### config.mk
export PLATFORM = sky130hd
export DESIGN_NAME = pbs_ctrl
export DESIGN_NICKNAME = d
export VERILOG_FILES = /design/src/rtl/pbs_pkg.sv /design/src/rtl/pbs_ctrl.sv
export SDC_FILE = /design/constraint.sdc
export NUM_CORES = 1
export LEC_CHECK = 0
export ABC_AREA = 1
export ABC_CLOCK_PERIOD_IN_PS = 1200
export BUFFER_PORTS_ARGS = -buffer_cell sky130_fd_sc_hd__buf_2
export CAP_MARGIN = 25
export CORE_AREA = 2 2 39 41
export CTS_CLUSTER_SIZE = 10
export DETAILED_ROUTE_END_ITERATION = 10
export DIE_AREA = 0 0 41 43
export GPL_TIMING_DRIVEN = 1
export PLACE_DENSITY = 0.56
export SETUP_SLACK_MARGIN = 0.1
export SKIP_LAST_GASP = 1
export SYNTH_ARGS = -nofsm -noshare
export SYNTH_HDL_FRONTEND = slang
export SYNTH_SLANG_ARGS = --single-unit
### constraint.sdc
create_clock -name clk -period 1.2 [get_ports clk]
set_input_delay 0.12 -clock clk [delete_from_list [all_inputs] [get_ports clk]]
set_output_delay 0.12 -clock clk [all_outputs]
set_load 0.02 [all_outputs]
### src/rtl/pbs_pkg.sv
// ----------------------------------------------------------------------------
// pbs_pkg
// Types and constants shared by the box suppression core modules.
// ----------------------------------------------------------------------------
`timescale 1ns / 1ps

package pbs_pkg;

  // Store capacity and derived widths.
  localparam int MAX_DET = 64;
  localparam int IDX_W   = $clog2(MAX_DET);
  localparam int CNT_W   = IDX_W + 1;

  // Register map.
  localparam int          ADDR_W        = 3;
  localparam logic [2:0]  ADDR_SCORE_THR = 3'd0;
  localparam logic [2:0]  ADDR_OVL_THR   = 3'd4;
  localparam logic [15:0] SCORE_THR_RST  = 16'd16384;
  localparam logic [15:0] OVL_THR_RST    = 16'd29491;

  // One detection word on the input channel.
  typedef struct packed {
    logic [15:0] ctr_x;
    logic [15:0] ctr_y;
    logic [15:0] box_width;
    logic [15:0] box_height;
    logic [15:0] score;
    logic [7:0]  class_label;
    logic        final_item;
  } pbs_det_t;

  // One result word on the output channel.
  typedef struct packed {
    logic [15:0] kept_x;
    logic [15:0] kept_y;
    logic [15:0] kept_width;
    logic [15:0] kept_height;
    logic [15:0] kept_score;
    logic [7:0]  kept_class;
    logic        run_end;
    logic        none_kept;
  } pbs_res_t;

  // Commands from the controller to the datapath.
  typedef struct packed {
    logic scan_start;
    logic scan_supp;
    logic take_best;
    logic emit_pend;
    logic emit_last;
    logic frame_clr;
  } pbs_cmd_t;

  // Status from the datapath to the controller.
  typedef struct packed {
    logic final_acc;
    logic scan_done;
    logic best_vld;
    logic pend_vld;
    logic out_free;
  } pbs_stat_t;

endpackage

### src/rtl/pbs_ctrl.sv
// ----------------------------------------------------------------------------
// pbs_ctrl
// Frame sequencer: load, then alternate best-search and suppression scans.
// ----------------------------------------------------------------------------
`timescale 1ns / 1ps

module pbs_ctrl import pbs_pkg::*; (
  input  logic      clk,
  input  logic      rst_n,
  input  pbs_stat_t stat,
  output pbs_cmd_t  cmd,
  output logic      load_en
);

  typedef enum logic [2:0] {
    S_LOAD, S_FIND_ARM, S_FIND_WAIT, S_EMIT, S_TAKE, S_SUPP_ARM, S_SUPP_WAIT, S_FINISH
  } state_t;

  state_t   state_r, state_nxt;
  pbs_cmd_t cmd_r, cmd_nxt;
  logic     load_en_r, load_en_nxt;
  logic     clear_r, clear_nxt;

  assign cmd     = cmd_r;
  assign load_en = load_en_r;

  // Next state and command pulses.
  always_comb begin
    state_nxt   = state_r;
    cmd_nxt     = '0;
    load_en_nxt = load_en_r;
    clear_nxt   = 1'b0;
    unique case (state_r)
      S_LOAD: begin
        if (clear_r) begin
          load_en_nxt = 1'b1;
        end else if (stat.final_acc) begin
          load_en_nxt        = 1'b0;
          cmd_nxt.scan_start = 1'b1;
          state_nxt          = S_FIND_ARM;
        end
      end
      S_FIND_ARM: begin
        state_nxt = S_FIND_WAIT;
      end
      S_FIND_WAIT: begin
        if (stat.scan_done) begin
          if (!stat.best_vld) begin
            state_nxt = S_FINISH;
          end else if (!stat.pend_vld || stat.out_free) begin
            cmd_nxt.emit_pend = stat.pend_vld;
            cmd_nxt.take_best = 1'b1;
            state_nxt         = S_TAKE;
          end else begin
            state_nxt = S_EMIT;
          end
        end
      end
      S_EMIT: begin
        if (stat.out_free) begin
          cmd_nxt.emit_pend = 1'b1;
          cmd_nxt.take_best = 1'b1;
          state_nxt         = S_TAKE;
        end
      end
      S_TAKE: begin
        cmd_nxt.scan_start = 1'b1;
        cmd_nxt.scan_supp  = 1'b1;
        state_nxt          = S_SUPP_ARM;
      end
      S_SUPP_ARM: begin
        state_nxt = S_SUPP_WAIT;
      end
      S_SUPP_WAIT: begin
        if (stat.scan_done) begin
          cmd_nxt.scan_start = 1'b1;
          state_nxt          = S_FIND_ARM;
        end
      end
      S_FINISH: begin
        // The frame clear lands while loading is still held off.
        if (stat.out_free) begin
          cmd_nxt.emit_last = 1'b1;
          cmd_nxt.frame_clr = 1'b1;
          clear_nxt         = 1'b1;
          state_nxt         = S_LOAD;
        end
      end
      default: state_nxt = S_LOAD;
    endcase
  end

  // State register with registered command pulses.
  always_ff @(posedge clk) begin
    if (!rst_n) begin
      state_r   <= S_LOAD;
      cmd_r     <= '0;
      load_en_r <= 1'b1;
      clear_r   <= 1'b0;
    end else begin
      state_r   <= state_nxt;
      cmd_r     <= cmd_nxt;
      load_en_r <= load_en_nxt;
      clear_r   <= clear_nxt;
    end
  end

endmodule

Word-level counts from Yosys, hierarchy flattened

Index checks and enable logic that the tools add are counted.

Bits in registers: 11
Input port bits: 7
Output and inout port bits: 7
Word-level logic and storage cells: 51

Equal/unequal tests: 13
Mux-type cells: 22
Reduce and logical (&&, ||, !) cells: 7

Operators with widths:

| kind                                                                   | count |
|---|---|
| 3-bit two-way mux                                                      | 8 |
| 3-bit case mux with 8 select lines                                     | 1 |
| 3-bit equality test (second input constant)                            | 4 |
| 2-bit inequality test (second input constant)                          | 6 |
| 2-bit two-way mux                                                      | 4 |
| 1-bit two-way mux                                                      | 7 |
| 3-bit by 2-bit equality test with 1-bit output (second input constant) | 2 |
| 6-bit AND reduction                                                    | 1 |
| 2-bit case mux with 2 select lines                                     | 1 |
| 2-bit AND reduction                                                    | 2 |
| 3-bit by 1-bit equality test with 1-bit output (second input constant) | 1 |
| 3-bit logical NOT                                                      | 1 |
| 1-bit case mux with 3 select lines                                     | 1 |
| 2-bit nonzero test                                                     | 1 |
| 1-bit logical NOT                                                      | 1 |
| 1-bit logical OR                                                       | 1 |

Longest topological paths before layout

Gate-level depths: netlist of the first run.

Word-level depth: 6
Gate-level depth with buffers: 7
Mapped depth without buffers: 7

Least setup slack after synthesis of the first run

OpenSTA, ideal clock, no wires.

Kind: register to register
Start: register state_r[1]
End: register state_r[0]
Library setup time: 0.121 ns
Arrival: 0.840 ns
Required time: 1.079 ns
Path slack: 0.238 ns
Stages on the path, launching flop included: 8
Buffers on the path: 1
Period minus slack after synthesis: 0.962 ns
Cell sequence: dfxtp_1 buf_4 nor2_1 nand3_2 nand2_2 inv_2 nand2_1 a21oi_1

Word-level cells in the longest chain between the ends: 3
Elaborated cells between the ends (all ways): 16
Those cells by class: eq/ne: 13; mux: 1; reduce/logical: 2

RTL lines:

| what                                                                         | RTL line        | text |
|---|---|---|
| start: declaration                                                           | pbs_ctrl.sv:19  | `state_t state_r, state_nxt;` |
| start signal: assignment                                                     | pbs_ctrl.sv:101 | `state_r <= state_nxt;` |
| 3-bit by 2-bit equality test with 1-bit output, or another cell as far along | pbs_ctrl.sv:33  | `unique case (state_r)` |
| 2-bit inequality test (no source line)                                       | --              |  |
| 6-bit AND reduction (no source line)                                         | --              |  |

Several ways; a longest one is shown, not always the timed one.
A chain may end at the register's enable or synchronous reset.

Final worst setup path of the first run

Start: register state_r[0]
End: register state_r[1]

The elaborated chain is that of the path after synthesis.

==> metrics.md, run 1 <==
| Metric | Value |
|---|---|
| Detail Route Antenna Nets | 0 |
| Routed len/inst | 8.95 µm |
| Vias | 465 |
| # Max-Cap Violations | 0 |
| Setup TNS | 0 ps |
| Gpl congestion | 0.860 |
| Yosys warns | 0 |
| Core Area | 0.00138 mm² |
| Worst path bufs/invs | 2 |
| R2r setup slk | 220 ps |
| Final setup violation count | 0 |
| DRC | 0 |
| Hold Startpoint | rst_n |
| CTS Buf Count | 3 |
| Post-Synth XOR/XNOR Area | 0% |
| Port bufs | 13 |
| Die Y | 43 µm |
| Crit Path Max Fanout | 7 |
| Area share of fa/ha/maj cells after synthesis | 0% |
| Max Freq | 1020 MHz |
| Crit. End Element | register |
| Slowest cell on crit path | dfxtp_2 |
| FP Rows | 14 |
| Drt first-iter violations | 13 |
| Total GRT Usage | 13.3% |
| Synth Area in Compound Gates | 8.15% |
| Gate Count Post-Synth | 70 |
| Pwr Density | 2230 mW/mm² |
| Hold Crit Depth | 2 |
| Syn_nets | 77 |
| Worst r2r src | state_r[0] |
| Clock root cell | clkbuf_4 |
| Post-synth top area share | 39.1% |
| Crit path DAT | 1130 ps |
| Register area share after synthesis | 39.1% |
| Largest net degree at the start of global routing | 10 |
| Synth top area cells | dfxtp_1 (39%), nand2_1 (14%), nor2_1 (13%) |
| Cell family with most CP delay | flip-flops |
| Final nets | 92 |
| Yosys top cell by area | dfxtp_1 |
| Clock Path Buffers | 2 |
| H-tree Lvls | 1 |
| Number of global-route vias before repair | 387 |
| RSZ-0062 raised after global routing | false |
| Non-Filler Instances | 100 |
| LEAKAGE | 0.281 nW |
| Area grow syn2layout | 21.2% |
| First-pass GRT wire length | 1520 µm |
| Final global-route overflow total | 0 |
| Critical path launch point type | register |
| Hold Path End | load_en |
| Synth cell types | 15 |
| Final HPWL DP | 712 µm |
| Synth Area in Simple Gates | 41.3% |
| Crit Reg-Reg Endpoint | state_r[1] |
| Final worst path period share | 81.8% |
| Number of synthesized register bits | 9 |
| Levels on crit path | 7 |
| Reg2Reg Depth | 7 |
| Sink Count | 9 |
| Fin. max-slew vios | 0 |
| Skew final | 0.982 ps |
| Full die area | 0.00176 mm² |
| # IOs | 14 |
| Clock latency on the worst-skew pair | 270 ps |
| Slowest stage delay, CP | 400 ps |
| Vias/cell | 4.65 |
| Layout cells sized above 1 | 32.1% |
| Setup crit start | state_r[0] |
| Hold buffers post-CTS | 0 |
| Max VDD drop | 0.000931 V |
| CTS tree | yes |
| Initial antenna violation count | 0 |
| Crit-path cells | inv_2 > nand2_1 > nand3_2 > nand2_2 > inv_2 > nand2_1 > a21oi_1 |
| Min-Delay Path Class | in -> reg |
| Post-synthesis mux area share | 0% |
| Routed WL | 895 µm |
| Max transition margin | 85.8% |
| Mapped cell area | 460 µm² |
| Post-Place Cells | 96 |
| Status | complete, no violations |
| Reg clk slew, reported paths | 60 ps |
| Initial core utilization | 33.3% |
| WS Path Type | reg -> reg |
| Initial DRT Pass Iterations | 4 |
| Worst-Margin Slew | 210 ps |
| Die X | 41 µm |
| N_diodes | 0 |
| Tmin final | 982 ps |
| Largest family of logic cells by synthesized area | simple AND/OR/NAND/NOR gates |
| Syn Area/Cell | 6.58 µm² |
| Critical Path RT | 1350 ps |
| Final hold vios | 0 |
-- synthesized netlist by cell type --
cell type and number:
nand3_1 2, buf_4 3, nor4_1 2, nand4_1 1
o21ai_0 2, nand2_2 2, o211ai_1 1, nor2_1 16
nor3_1 1, a21oi_1 4, inv_2 3, inv_1 5
dfxtp_1 9, nand3_2 2, nand2_1 17
-- layer usage --
layer	up-vias	track usage (%)	wire [µm]
li1	248	-	-
met1	200	17.2	421
met2	14	17.2	394
met3	3	7.85	63
met4	0	6.00	15
met5	-	0	0
-- area by class of cell --
cell class,count,area (µm²)
tap,16,20.0
multi-input combinational,50,230
fill,159,826
clock buffer,4,26.3
inverter,8,32.5
sequential,9,184
timing repair buffer,13,65.1
-- worst max-delay path by stage --
stage / endpoint / slack, ps
floorplan: state_r[0] / 240
global placement: state_r[1] / 110
detailed placement: state_r[1] / 130
finish: state_r[1] / 220
CTS: state_r[1] / 110
global route: state_r[1] / 100
-- logic make-up after synthesis --
family,Yosys count
simple gates,43
buf+inv,11
flops,9
compound gates,7
-- flip-flops by register name (all words and copies together) (netlist names) --
signal	cells
state_r	3
load_en	1
cmd	5
-- per-stage QoR --
step / power (mW) / hold slack, ps / setup WS, ps / util (%) / cell area (µm²)
floorplan: 0.883 / 189 / 238 / - / 460
global placement: 0.995 / 315 / 107 / 37.8 / 523
detailed placement: 0.992 / 322 / 125 / 37.8 / 523
CTS: 1.24 / 39.4 / 113 / 39.7 / 549
global route: 1.37 / 49.2 / 101 / 40.3 / 558
finish: 1.25 / 42.1 / 218 / 40.3 / 558
-- worst reg2reg max path: cells and delay by family (launching register included) --
kind,cells,cell delay (ps)
DFF,1,400
and+or+nand+nor,4,290
buffers and inverters,2,120
AOI/OAI and AO/OA,1,50
-- cells in the final DEF (no fill, tap or decap), types with 2 or more instances in the layout --
master / instances
dfxtp_1: 6
o21ai_0: 2
nor2_1: 16
nor4_1: 2
inv_2: 2
dfxtp_2: 3
buf_2: 13
a21oi_1: 4
clkbuf_4: 3
nand2_2: 3
nand2_1: 16
inv_1: 5
nand3_2: 2
nand3_1: 2
-- where the power goes --
| group | total, mW | switching (mW) | internal (mW) |
|---|---|---|---|
| Clock | 0.239 | 0.110 | 0.128 |
| Sequential | 0.477 | 0.0890 | 0.388 |
| Combinational | 0.530 | 0.341 | 0.189 |
-- repair_timing --
action | in CTS | in global routing
setup buffers | 0 | 0
setup endpoints to repair | 0 | 6
resized for setup | 0 | 5
Power figures use the tool's default switching activity.
==> inputs of run 2 (changes only) <==
--- a/config.mk
+++ b/config.mk
@@ -6,7 +6,7 @@
 export NUM_CORES = 1
 export LEC_CHECK = 0
 export ABC_AREA = 1
-export ABC_CLOCK_PERIOD_IN_PS = 1200
+export ABC_CLOCK_PERIOD_IN_PS = 900
 export BUFFER_PORTS_ARGS = -buffer_cell sky130_fd_sc_hd__buf_2
 export CAP_MARGIN = 25
 export CORE_AREA = 2 2 39 41
@@ -14,7 +14,7 @@
 export DETAILED_ROUTE_END_ITERATION = 10
 export DIE_AREA = 0 0 41 43
 export GPL_TIMING_DRIVEN = 1
-export PLACE_DENSITY = 0.56
+export PLACE_DENSITY = 0.59
 export SETUP_SLACK_MARGIN = 0.1
 export SKIP_LAST_GASP = 1
 export SYNTH_ARGS = -nofsm -noshare
==> constraint.sdc (replaced) <==
create_clock -name clk -period 0.9 [get_ports clk]
set_input_delay 0.09 -clock clk [delete_from_list [all_inputs] [get_ports clk]]
set_output_delay 0.09 -clock clk [all_outputs]
set_load 0.02 [all_outputs]
==> run 2 against run 1 <==
The flow now finishes with violations (negative setup slack). Non-clock buffer count up 9. Power increased by 64%. Register-to-register slack got worse by 270 ps. Sequential share of layout area decreased by 5.4 points. Design area rose by 28%. Cell count rose by 9.0%. Routed wire length grew 17%. Critical path type unchanged.
==> metrics.md, run 2 (same netlist as run 1, synthesis figures left out) <==
| Metric | Value |
|---|---|
| Core Area | 0.00138 mm² (unchanged) |
| Final hold vios | 0 (unchanged) |
| Slowest stage delay, CP | 400 ps (about the same) |
| LEAKAGE | 0.340 nW (was 0.281 nW) |
| Crit. End Element | register (unchanged) |
| Max Freq | 1050 MHz (was 1020 MHz) |
| Worst hold slack | 12.0 ps (was 42.1 ps) |
| Sequential share of power | 34.7% (was 38.3%) |
| Layout cells sized above 1 | 48.4% (was 32.1%) |
| Hold Crit Depth | 2 (unchanged) |
| Hold buffers post-CTS | 0 (unchanged) |
| Crit Reg-Reg Endpoint | cmd[3] (was state_r[1]) |
| WS Path Type | reg -> reg (unchanged) |
| Die X | 41 µm (unchanged) |
| Initial DRT Pass Iterations | 4 (unchanged) |
| Combinational share of power | 50.1% (was 42.5%) |
| Levels on crit path | 6 (was 7) |
| Status | finished with violations (was complete, no violations) |
| Setup crit start | state_r[0] (unchanged) |
| Switch Pwr | 0.837 mW (was 0.540 mW) |
| Clock Path Buffers | 2 (unchanged) |
| Int Pwr | 1.21 mW (was 0.706 mW) |
| DRC | 0 (unchanged) |
| Crit Path Max Fanout | 6 (was 7) |
| Final worst path period share | 106% (was 81.8%) |
| Slowest cell on crit path | dfxtp_4 (was dfxtp_2) |
| Crit path DAT | 1100 ps (was 1130 ps) |
| DP Area | 591 µm² (was 523 µm²) |
| Drt first-iter violations | 7 (was 13) |
| Clock share of power | 15.2% (was 19.2%) |
| Post-layout util | 51.4% (was 40.3%) |
| Final global-route overflow total | 0 (unchanged) |
| RSZ-0062 raised after global routing | true (was false) |
| # IOs | 14 (unchanged) |
| Design area | 712 µm² (was 558 µm²) |
| N_diodes | 0 (unchanged) |
| Final nets | 101 (was 92) |
| First-pass GRT wire length | 1650 µm (was 1520 µm) |
| Worst r2r src | state_r[0] (unchanged) |
| Most frequent cells in the layout | nor2_1 (15), nand2_1 (15), buf_6 (8), buf_4 (8), dfxtp_2 (7) (was nor2_1 (16), nand2_1 (16), buf_2 (13), dfxtp_1 (6), inv_1 (5)) |
| Final HPWL DP | 775 µm (was 712 µm) |
| Largest net degree at the start of global routing | 9 (was 10) |
| Skew final | 1.37 ps (was 0.982 ps) |
| Fin. max-slew vios | 0 (unchanged) |
| Sink Count | 9 (unchanged) |
| H-tree Lvls | 1 (unchanged) |
| Initial antenna violation count | 0 (unchanged) |
| Detail Route Antenna Nets | 0 (unchanged) |
| Met3 usage | 3.66% (was 7.85%) |
| Worst path bufs/invs | 2 (unchanged) |
| Total GRT Usage | 13.8% (was 13.3%) |
| Vias | 507 (was 465) |
| Max VDD drop | 0.000995 V (was 0.000931 V) |
| Max reg flops | 5 (unchanged) |
| Port bufs | 13 (unchanged) |
| Gpl congestion | 0.878 (was 0.860) |
| Final setup violation count | 8 (was 0) |
| GR peak layer | met2 (was met1) |
| Setup slack after layout | -56.1 ps (was 218 ps) |
| Crit path capture | cmd[3] (was state_r[1]) |
| R2r setup slk | -60 ps (was 220 ps) |
| Die Y | 43 µm (unchanged) |
| Max transition margin | 84.4% (was 85.8%) |
| CTS tree | yes (unchanged) |
| Met1 Use GR | 18.1% (was 17.2%) |
| Area grow syn2layout | 54.6% (was 21.2%) |
| Routed len/inst | 9.59 µm (was 8.95 µm) |
| Routed WL | 1050 µm (was 895 µm) |
| # Max-Cap Violations | 0 (unchanged) |
| Clock latency on the worst-skew pair | 260 ps (was 270 ps) |
| Pwr Density | 2880 mW/mm² (was 2230 mW/mm²) |
| Worst-Margin Slew | 232 ps (was 210 ps) |
| Critical Path Most Common Cell | nor2_1 |
| Failing checks | negative setup slack |
| Number of global-route vias before repair | 409 (was 387) |
| Sw frac | 40.8% (was 43.3%) |
| Reg clk slew, reported paths | 60 ps (about the same) |
| Crit-path cells | inv_4 > buf_4 > nand3_1 > nor2_1 > nor2_1 > nor2_1 (was inv_2 > nand2_1 > nand3_2 > nand2_2 > inv_2 > nand2_1 > a21oi_1) |
| Full die area | 0.00176 mm² (unchanged) |
| Initial core utilization | 33.3% (unchanged) |
| Min-Delay Path Class | in -> reg (unchanged) |
| Clock root cell | clkbuf_4 (unchanged) |
| Critical path launch point type | register (unchanged) |
| CTS Buf Count | 3 (unchanged) |
| Critical Path RT | 1040 ps (was 1350 ps) |
| Tmin final | 956 ps (was 982 ps) |
| Cell family with most CP delay | flip-flops (unchanged) |
| Routing usage on met2 | 18.8% (was 17.2%) |
| Vias/cell | 4.65 (about the same) |
| Reg2Reg Depth | 6 (was 7) |
| FP Rows | 14 (unchanged) |
run 2: repair_timing:
item                       in CTS  in global routing
pin swaps                       1                  0
resized for setup              18                  9
buffers inserted                0                  3
gates cloned                    0                  0
setup endpoints to repair      16                 16
run 2: power groups by stage:
stage               registers (mW)  logic, mW  clock network, mW
CTS                          0.700      0.956              0.326
global route                 0.724       1.13              0.344
global placement             0.668      0.895                  0
finish                       0.712       1.03              0.311
detailed placement           0.671      0.881                  0
floorplan                    0.680      0.608                  0
run 2: per-layer routing:
layer	routed length (µm)	part of all wire [%]	vias to the layer above
li1	-	-	269
met3	50	4.8	4
met5	0	0	-
met2	499	48	16
met1	458	44	218
met4	37	3.5	0
run 2: worst min-delay path by stage:
stage	from	to
2_1_floorplan	rst_n	load_en
3_3_place_gp	rst_n	load_en
3_5_place_dp	rst_n	load_en
4_1_cts	rst_n	load_en
5_1_grt	rst_n	load_en
6_report	rst_n	load_en
run 2: cell type report:
class                           instances  area [µm²]
Fill cell                             131         672
Multi-Input combinational cell         50         251
Sequential cell                         9         196
Timing Repair Buffer                   22         180
Inverter                                8        37.5
Clock buffer                            4        26.3
Tap cell                               16        20.0
run 2: metrics by stage:
stage | cells | total power [mW] | TNS, ps | setup WS (ps)
final | 109 | 2.05 | -315 | -56.1
after global routing | 109 | 2.20 | -809 | -127
after CTS | 106 | 1.98 | -212 | -43.4
after detailed placement | 102 | 1.55 | -1260 | -187
after global placement | 102 | 1.56 | -1060 | -175
after floorplan | 70 | 1.29 | 0 | 5.55
run 2: worst reg2reg max path, cell delays in order, from the launching register on:
cell and delay [ps]:
dfxtp_4 400, inv_4 60, buf_4 130, nand3_1 90, nor2_1 40, nor2_1 80, nor2_1 40
